## config.mk

```make
export PLATFORM = sky130hd
export DESIGN_NAME = boron_block_encrypt
export DESIGN_NICKNAME = d
export VERILOG_FILES = /design/src/hdl/boron_pkg.sv /design/src/hdl/boron_ram.sv /design/src/hdl/boron_round.sv /design/src/hdl/boron_block_encrypt.sv
export SDC_FILE = /design/constraint.sdc
export NUM_CORES = 2
export LEC_CHECK = 0
export BUFFER_PORTS_ARGS = -buffer_cell sky130_fd_sc_hd__clkbuf_2
export CAP_MARGIN = 40
export CORE_UTILIZATION = 28
export DETAILED_ROUTE_END_ITERATION = 8
export GPL_TIMING_DRIVEN = 0
export PLACE_DENSITY = 0.5
export SYNTH_ARGS = -nofsm -noshare
export SYNTH_HDL_FRONTEND = slang
export SYNTH_SLANG_ARGS = --single-unit
```

## constraint.sdc

```tcl
create_clock -name clk_i -period 6.2 [get_ports clk_i]
set_clock_uncertainty 0.15 [all_clocks]
set_input_delay 0.31 -clock clk_i [delete_from_list [all_inputs] [get_ports clk_i]]
set_output_delay 0.31 -clock clk_i [all_outputs]
set_load 0.01 [all_outputs]
```

## src/hdl/boron_pkg.sv

```systemverilog
`timescale 1ns / 1ps

package boron_pkg;

  localparam int unsigned BlockW = 64;
  localparam int unsigned WordW  = 16;
  localparam int unsigned NibW   = 4;
  localparam int unsigned NumNib = BlockW / NibW;

  // beat modes
  localparam logic ModeLoad    = 1'b0;
  localparam logic ModeEncrypt = 1'b1;

  localparam logic [NibW-1:0] SBOX [16] = '{
    4'hE, 4'h4, 4'hB, 4'h1, 4'h7, 4'h9, 4'hC, 4'hA,
    4'hD, 4'h2, 4'h0, 4'hF, 4'h8, 4'h5, 4'h3, 4'h6
  };

  typedef logic [BlockW-1:0] block_t;

  // per-word rotate amounts
  localparam int unsigned Rot0 = 1;
  localparam int unsigned Rot1 = 4;
  localparam int unsigned Rot2 = 7;
  localparam int unsigned Rot3 = 9;

endpackage

```

## src/hdl/boron_ram.sv

```systemverilog
`timescale 1ns / 1ps

module boron_ram #(
  parameter int unsigned Width = 64,
  parameter int unsigned Depth = 26,
  localparam int unsigned AddrW = (Depth > 1) ? $clog2(Depth) : 1
) (
  input  logic             clk_i,
  input  logic             we_i,
  input  logic [AddrW-1:0] waddr_i,
  input  logic [Width-1:0] wdata_i,
  input  logic [AddrW-1:0] raddr_i,
  output logic [Width-1:0] rdata_o
);

  logic [Width-1:0] mem_q [Depth];
  logic [Width-1:0] rdata_q;

  always_ff @(posedge clk_i) begin
    if (we_i) begin
      mem_q[waddr_i] <= wdata_i;
    end
    rdata_q <= mem_q[raddr_i];
  end

  assign rdata_o = rdata_q;

endmodule

```

## src/hdl/boron_round.sv

```systemverilog
`timescale 1ns / 1ps

module boron_round import boron_pkg::*; (
  input  block_t state_i,
  input  block_t key_i,
  output block_t state_o
);

  block_t            mixed_in;
  block_t            subst;
  logic [WordW-1:0]  shuf [4];
  logic [WordW-1:0]  rot [4];

  assign mixed_in = state_i ^ key_i;

  always_comb begin
    for (int n = 0; n < NumNib; n++) begin
      subst[n*NibW +: NibW] = SBOX[mixed_in[n*NibW +: NibW]];
    end
  end

  // nibbles (n3,n2,n1,n0) -> (n1,n0,n3,n2)
  always_comb begin
    for (int i = 0; i < 4; i++) begin
      shuf[i] = {subst[i*WordW+4 +: 4], subst[i*WordW +: 4],
                 subst[i*WordW+12 +: 4], subst[i*WordW+8 +: 4]};
    end
  end

  assign rot[0] = (shuf[0] << Rot0) | (shuf[0] >> (WordW - Rot0));
  assign rot[1] = (shuf[1] << Rot1) | (shuf[1] >> (WordW - Rot1));
  assign rot[2] = (shuf[2] << Rot2) | (shuf[2] >> (WordW - Rot2));
  assign rot[3] = (shuf[3] << Rot3) | (shuf[3] >> (WordW - Rot3));

  assign state_o = {rot[3] ^ rot[2] ^ rot[0],
                    rot[2] ^ rot[0],
                    rot[3] ^ rot[1],
                    rot[3] ^ rot[1] ^ rot[0]};

endmodule

```

## src/hdl/boron_block_encrypt.sv

```systemverilog
`timescale 1ns / 1ps

// BORON 64-bit block encryption with a loadable table of ROUNDS+1 round keys.
// A beat with mode 0 writes key_value into slot key_index (slots beyond the
// table are dropped) and gives no result; load beats are taken one per cycle.
// A beat with mode 1 encrypts plaintext: one round per cycle, each reading its
// round key from a single-port-read synchronous key table; a final XOR with the
// last key slot puts the ciphertext in the output register, held in S_HOLD while
// that register is full, and only then is the next beat taken. The
// output register lets a new beat in while a ciphertext still waits to be taken.
// Every slot must be loaded before the first encrypt; the table has no reset.
module boron_block_encrypt import boron_pkg::*; #(
  parameter int unsigned ROUNDS = 25
) (
  input  logic              clk_i,
  input  logic              rst_ni,
  input  logic              in_valid_i,
  output logic              in_stall_o,
  input  logic              mode_i,
  input  logic [4:0]        key_index_i,
  input  logic [BlockW-1:0] key_value_i,
  input  logic [BlockW-1:0] plaintext_i,
  output logic              out_valid_o,
  input  logic              out_stall_i,
  output logic [BlockW-1:0] ciphertext_o
);

  localparam int unsigned KeySlots = ROUNDS + 1;
  localparam int unsigned AddrW    = $clog2(KeySlots);

  typedef enum logic [2:0] {
    S_IDLE = 3'b001,
    S_RUN  = 3'b010,
    S_HOLD = 3'b100
  } state_e;

  state_e            state_q, state_d;
  logic [AddrW-1:0]  rnd_q, rnd_d;
  block_t            blk_q, blk_d;
  block_t            out_q, out_d;
  logic              out_valid_q, out_valid_d;

  logic              in_beat;
  logic              out_free;
  logic              last_rnd;
  logic              ram_we;
  logic [AddrW-1:0]  ram_raddr;
  block_t            ram_rdata;
  block_t            rnd_out;

  assign in_stall_o = (state_q != S_IDLE);
  assign in_beat    = in_valid_i && !in_stall_o;
  assign out_free   = !out_valid_q || !out_stall_i;
  assign last_rnd   = (rnd_q == AddrW'(ROUNDS));

  assign ram_we = in_beat && (mode_i == ModeLoad) &&
                  ({1'b0, key_index_i} < 6'(KeySlots));

  // next key is fetched in the cycle before its round
  always_comb begin
    if (state_q == S_RUN && !last_rnd) begin
      ram_raddr = rnd_q + AddrW'(1);
    end else begin
      ram_raddr = '0;
    end
  end

  boron_ram #(
    .Width (BlockW),
    .Depth (KeySlots)
  ) u_key_ram (
    .clk_i   (clk_i),
    .we_i    (ram_we),
    .waddr_i (AddrW'(key_index_i)),
    .wdata_i (key_value_i),
    .raddr_i (ram_raddr),
    .rdata_o (ram_rdata)
  );

  boron_round u_round (
    .state_i (blk_q),
    .key_i   (ram_rdata),
    .state_o (rnd_out)
  );

  always_comb begin
    state_d     = state_q;
    rnd_d       = rnd_q;
    blk_d       = blk_q;
    out_d       = out_q;
    out_valid_d = out_valid_q && out_stall_i;
    unique case (state_q)
      S_IDLE: begin
        if (in_beat && (mode_i == ModeEncrypt)) begin
          blk_d   = plaintext_i;
          rnd_d   = '0;
          state_d = S_RUN;
        end
      end
      S_RUN: begin
        if (!last_rnd) begin
          blk_d = rnd_out;
          rnd_d = rnd_q + AddrW'(1);
        end else if (out_free) begin
          out_d       = blk_q ^ ram_rdata;
          out_valid_d = 1'b1;
          state_d     = S_IDLE;
        end else begin
          blk_d   = blk_q ^ ram_rdata;
          state_d = S_HOLD;
        end
      end
      S_HOLD: begin
        if (out_free) begin
          out_d       = blk_q;
          out_valid_d = 1'b1;
          state_d     = S_IDLE;
        end
      end
      default: state_d = S_IDLE;
    endcase
  end

  always_ff @(posedge clk_i or negedge rst_ni) begin
    if (!rst_ni) begin
      state_q     <= S_IDLE;
      rnd_q       <= '0;
      out_valid_q <= 1'b0;
    end else begin
      state_q     <= state_d;
      rnd_q       <= rnd_d;
      out_valid_q <= out_valid_d;
    end
  end

  always_ff @(posedge clk_i) begin
    blk_q <= blk_d;
    out_q <= out_d;
  end

  assign out_valid_o  = out_valid_q;
  assign ciphertext_o = out_q;

  a_table_write_idle : assert property (@(posedge clk_i) disable iff (!rst_ni)
    ram_we |-> state_q == S_IDLE)
    else $error("key table written during encryption");

  a_encrypt_starts : assert property (@(posedge clk_i) disable iff (!rst_ni)
    (in_beat && (mode_i == ModeEncrypt)) |=> (state_q == S_RUN && rnd_q == '0))
    else $error("encrypt beat did not start the round sequence");

  a_round_bound : assert property (@(posedge clk_i) disable iff (!rst_ni)
    state_q == S_RUN |-> rnd_q <= AddrW'(ROUNDS))
    else $error("round counter past last key slot");

  a_result_source : assert property (@(posedge clk_i) disable iff (!rst_ni)
    (out_valid_q && !$past(out_valid_q && out_stall_i) && $past(rst_ni))
      |-> ($past(state_q) == S_RUN || $past(state_q) == S_HOLD))
    else $error("result appeared without a finished encryption");

endmodule
```

* Word level (Yosys, flattened, before mapping) *
Memories as Yosys holds them, arrays and structs flattened. A register that Yosys moved wholly into a read port is not among the register bits.
Index checks and enable logic that the tools add are counted.

word-level totals
  input bits = 138
  memories = 17
  ROM bits = 1024
  output and inout bits = 66
  register bits = 137
  logic and storage cells = 149
  memory bits (writable) = 1664

cells by class
  muxes and demuxes = 54
  $lt $le $gt $ge = 17
  eq/ne operators = 11
  bitwise gates (word level) = 27
  add/sub/neg operators = 1
  reductions and logical operators = 17

memories
  name              words  bits a word  rd ports  clocked after Yosys merged registers in  write ports  RTL line           RTL
  u_key_ram.mem_q   26     64           1         1                                        1            boron_ram.sv:16    logic [Width-1:0] mem_q [Depth];
  (name not given)  16     4            1         0                                        0            boron_round.sv:18  subst[n*NibW +: NibW] = SBOX[mixed_in[n*NibW +: NibW]];
  (name not given)  16     4            1         0                                        0            boron_round.sv:18
  (name not given)  16     4            1         0                                        0            boron_round.sv:18
  (name not given)  16     4            1         0                                        0            boron_round.sv:18
  (name not given)  16     4            1         0                                        0            boron_round.sv:18
  11 more memories  -      -            -         -                                        -            -

operators by type and width
  operator             number
  $mux 64              6
  $pmux 64 s2          2
  $mux 4               32
  $ge 5x5->1 const B   16
  $not 4->5            16
  $xor 16x16->16       5
  $xor 64x64->64       1
  $or 16x1->16         1
  $or 16x4->16         1
  $or 16x7->16         1
  $or 16x9->16         1
  $mux 5               3
  $mux 3               4
  $ne 2x2->1 const B   5
  $pmux 5 s2           1
  $pmux 3 s3           1
  $reduce_and 3->1     3
  $logic_and 1x1->1    6
  $add 5x1->5 const B  1
  $eq 5x5->1 const B   1
  $lt 5x5->1 const B   1
  $logic_not 1->1      4
  $mux 1               4
  $reduce_and 4->1     1
  9 further kinds      10

* Logic depth before layout (Yosys ltp) *
  depth after elaboration = 10
  mapped depth = 11
  gate-level depth less buffers = 9

* Modules after synthesis *
From an unflattened synthesis, not the netlist that was laid out.

second synthesis, totals
  cell total of the unflattened synthesis = 3800
  area total of the unflattened synthesis = 74876.8 µm²

modules (own cells, without submodules)
  module               instances  area an instance (µm²)  cells each
  boron_ram            1          64560.7                 2753
  boron_block_encrypt  1          7114.3                  603
  boron_round          1          3201.8                  444

* Least setup slack after synthesis *
No wires, ideal clock.

  kind = flip-flop to flip-flop
  start point = reg rnd_q[1]
  end point = reg out_q[0] (netlist: ciphertext_o[0]), enable pin
  data arrival time = 6.046 ns
  buffers on the path = 3
  clock period less this slack = 6.779 ns
  cell stages (with the launch flop) = 9
  library setup time = 0.583 ns
  setup slack = -0.579 ns
  path through = dfrtp_1 inv_1 ha_1 and4b_1 buf_4 nand2_1 clkbuf_1 buf_1 a21boi_0

on the way
  word-level cells in the longest chain between the ends = 3

RTL lines
  item                               RTL line                    RTL
  from (decl)                        boron_block_encrypt.sv:38   logic [AddrW-1:0] rnd_q, rnd_d;
  from (signal assigned)             boron_block_encrypt.sv:131  rnd_q <= rnd_d;
  $eq 5x5->1                         boron_block_encrypt.sv:54   assign last_rnd = (rnd_q == AddrW'(ROUNDS));
  $ne 2x2->1 (no source line)        -
  $reduce_and 4->1 (no source line)  -
  to (signal assigned)               boron_block_encrypt.sv:138  out_q <= out_d;
  to (decl)                          boron_block_encrypt.sv:40   block_t out_q, out_d;

No other way between the ends.
A chain may end at the register's enable or synchronous reset.

* Worst setup path after layout *
  start point = reg rnd_q[0]
  end point = reg u_key_ram.rdata_q[41] (netlist: u_key_ram.rdata_o[41]) (read register of u_key_ram.mem_q)

on the way
  word-level cells in the longest chain between the ends = 4
  elaborated cells on any way between the ends = 5
  those cells by class = add/sub: 1; eq/ne: 1; mux: 1; reduce/logical: 2

RTL lines
  item                                                 RTL line                   RTL
  branches (longest 3 deep; another with $add 5x1->5)  -
  $mux 5 *                                             boron_block_encrypt.sv:61  if (state_q == S_RUN && !last_rnd) begin
  to (decl)                                            boron_ram.sv:17            logic [Width-1:0] rdata_q;

Mark *: on every way between the ends.

==> impl_metrics.py <==
metrics = {
    "worst_setup_path": {
        "max_stage_delay_ns": 0.76,
        "cp.required_ns": 6.71,
        "crit_fanout": 10,
        "reg2reg_depth": 10,
        "start_kind": "flip-flop",
        "critPathCaptureType": "flip-flop",
        "path_class": "flip-flop to flip-flop",
        "crit_family": "buffers and inverters",
        "worstPathCellList": "ha_1, buf_2, xnor2_2, buf_2, buf_2, clkbuf_1, a221o_1, a21oi_1, o32ai_1, o21a_1",
        "slowest_stage": "clkbuf_1",
        "rrSetupSlack_ns": 1.10,
        "critPathCapture": "u_key_ram.rdata_o[41]",
        "critPathLaunch": "rnd_q[0]",
        "critPathBufInv": 4,
        "crit_path_frequent_cell": "buf_2",
        "arrival_ns": 5.61,
        "worstReg2RegEnd": "u_key_ram.rdata_o[41]",
        "cp.depth": 10,
        "rr_startpoint": "rnd_q[0]",
    },
    "clock_tree": {
        "clock_sinks": 1865,
        "clock_path_buffers": 3,
        "clock_latency_ns": 0.86,
        "cts_root_buffer": "clkbuf_16",
        "cts_setup_buffers": 0,
        "cts_tree": "yes",
        "cts_resized": 0,
        "clk_pin_slew_worst_paths_ns": 0.06,
        "htreeDepth": 4,
        "cts_buffers": 195,
    },
    "yosys": {
        "synth_cell_types": 57,
        "synth_top_area_cell": "edfxtp_1",
        "yosysSeqAreaShare": 0.7291,
        "yosysWarnings": 0,
        "syn_area_mm2": 0.07587,
        "synth_top_area_frac": 0.7092,
        "synth_nets": 4715,
        "syn_area_per_cell_um2": 16.70,
        "synthTopCellsByArea": "edfxtp_1 (71%), mux2i_1 (4.4%), mux4_2 (4.2%)",
        "synthCells": 4543,
        "synth-seq-cells": 1865,
    },
    "sta": {
        "finalSetupViolCount": 0,
        "layout_setup_ws_ns": 1.097,
        "relSlewSlack": 0.3745,
        "finalCritPeriodShare": 0.8230,
        "worst_pin_slew_ns": 0.9383,
        "finalHoldViolCount": 0,
        "drv_slew": 0,
        "rsz0062_at_grt": "false",
        "tns_ns": 0,
        "fin_crit_ns": 5.103,
        "fmaxAchievable_mhz": 196.0,
    },
    "die": {
        "rows": 190,
        "coreArea_mm2": 0.2686,
        "die_h_um": 522.5,
        "pin_count": 204,
        "dieArea_mm2": 0.2731,
        "initial_core_util": 0.2824,
        "die_w_um": 522.5,
    },
    "finish": {
        "layout_commonest_cell": "edfxtp_1",
        "nets": 5334,
        "layout-drive-gt1-share": 0.1825,
        "mostFrequentLayoutCells": "edfxtp_1 (1792), mux2i_1 (335), o21ai_0 (234), clkbuf_1 (215), nand2_1 (207)",
        "synthToLayoutAreaGrowth_pct": 19.84,
        "final_cells": 8889,
    },
    "placement": {
        "dp_cells": 8384,
        "portBuffers": 203,
        "routabilityCongestion": 0.8930,
        "dpl_worst_slack_ns": 1.250,
        "dpl.hpwl_um": 168900,
    },
    "power": {
        "p_per_area_mw_per_mm2": 329.2,
        "peakVddDrop_v": 0.0002300,
        "static-leakage-power_uw": 0.02896,
    },
    "global_route": {
        "first_global_vias": 43810,
        "overflow": 0,
        "grt_use_total": 0.1689,
        "antenna_found_initial": 37,
        "grt_start_max_net_pins": 30,
        "grt_pass1_wl_um": 329000,
    },
    "route": {
        "firstDrtPassIters": 6,
        "drc": 0,
        "vias_per_cell": 4.958,
        "final_antenna_net_count": 0,
        "wl_per_cell_um": 26.49,
        "dr_total_vias": 44070,
        "drt_iter0_markers": 4922,
        "wl_um": 235400,
    },
    "status": {
        "status": "complete, no violations",
    },
    "min_path": {
        "hold_class": "input port to flip-flop",
    },
    "job": {
        "drv_cap": 0,
    },
}
registers in the layout (all words and copies together) (netlist names):
signal / count
blk_q: 64
u_key_ram.mem_q: 1664
u_key_ram.rdata_o: 64
ciphertext_o: 64
out_valid_o: 1
rnd_q: 5
state_q: 3
worst min-delay path by stage:
stage	startpoint	end	slack, ns	depth (start not counted)
floorplan	rst_ni	out_valid_o	-0.14	0
global placement	rst_ni	out_valid_o	0.07	1
detailed placement	rst_ni	out_valid_o	0.08	1
CTS	key_index_i[2]	u_key_ram.mem_q[16][48]	0.03	4
global route	in_valid_i	state_q[0]	0.07	3
finish	key_index_i[2]	u_key_ram.mem_q[16][48]	0.11	4
layer usage:
| layer | vias to the layer above | share of wire | GRT usage |
|---|---|---|---|
| met2 | 1635 | 0.45 | 0.2635 |
| met1 | 22650 | 0.45 | 0.2376 |
| met3 | 369 | 0.071 | 0.03229 |
| met4 | 8 | 0.028 | 0.04892 |
| li1 | 19410 | - | - |
| met5 | - | 0.00021 | 0 |
metrics by stage:
step / cell area, um2 / power, uW / hold slack, ns / utilization
after floorplan: 75870 / 16810 / -0.1356 / -
after global routing: 90900 / 30910 / 0.07349 / 0.3384
final: 90930 / 29930 / 0.1079 / 0.3385
after detailed placement: 83270 / 18540 / 0.07832 / 0.3100
after global placement: 81330 / 18460 / 0.07186 / 0.3028
after CTS: 90900 / 30170 / 0.02976 / 0.3384
report_power, final:
group | total (uW) | leakage, uW | switching, uW | internal (uW)
clock network | 11600 | 0.00305 | 5070 | 6530
registers | 14000 | 0.0168 | 70.0 | 13900
logic | 4340 | 0.00911 | 2840 | 1500
total | 29900 | 0.0290 | 7980 | 22000
cell type report:
cell class | instances | area (um2)
clock inverters | 104 | 1049
repair buffers | 422 | 4068
clock buffers | 257 | 5246
flip-flops and latches | 1865 | 55320
fillers | 25810 | 177700
inverters | 47 | 176.4
plain buffers | 311 | 1476
multi-input cells | 2320 | 19120
well taps | 3552 | 4444
diodes | 11 | 27.53
synthesized netlist by cell type (all sizes together):
master,number
mux2i,336
dfstp,1
o22a,4
xnor2,143
a21boi,1
o221ai,63
o21ai,356
and3,4
o211ai,66
nand3,144
xor2,51
clkbuf,163
mux2,85
inv,47
dfrtp,8
edfxtp,1792
nand2b,3
nor2b,3
and2,14
a221o,64
or2,1
dfxtp,64
nand2,209
mux4,145
nor4,1
nand3b,10
a32oi,1
a22oi,79
a21o,5
or3b,1
a21oi,175
o21a,67
o2111ai,1
or3,10
nand4b,1
a222oi,63
and4b,1
nor3,5
buf,148
ha,34
o32ai,64
nor2,106
nor3b,4
worst reg2reg max path: cells and delay by family, from the launching register on:
| family | cells | cell delay, ns |
|---|---|---|
| adders and majority gates | 1 | 0.21 |
| buffers and inverters | 4 | 2.17 |
| AOI/OAI and AO/OA | 4 | 1.31 |
| DFF | 1 | 0.43 |
| xor gates and xnor gates | 1 | 0.67 |
what timing repair did:
item | 4_1_cts | 5_1_grt
setup endpoints to repair | 0 | 0
hold buffers | 133 | 0
hold endpoints to repair | 1754 | 0
logic make-up (layout without fill, tap and decap cells):
family,after synthesis,in the layout,synth area share
AOI/OAI and AO/OA,1009,1009,0.08871
xor gates and xnor gates,194,194,0.02388
adders and majority gates,34,34,0.005607
buffers and inverters,358,1141,0.02178
DFF,1865,1865,0.7291
muxes,566,566,0.1003
other,0,11,0
and+or+nand+nor,517,517,0.03061
(Power assumes the default switching activity.)
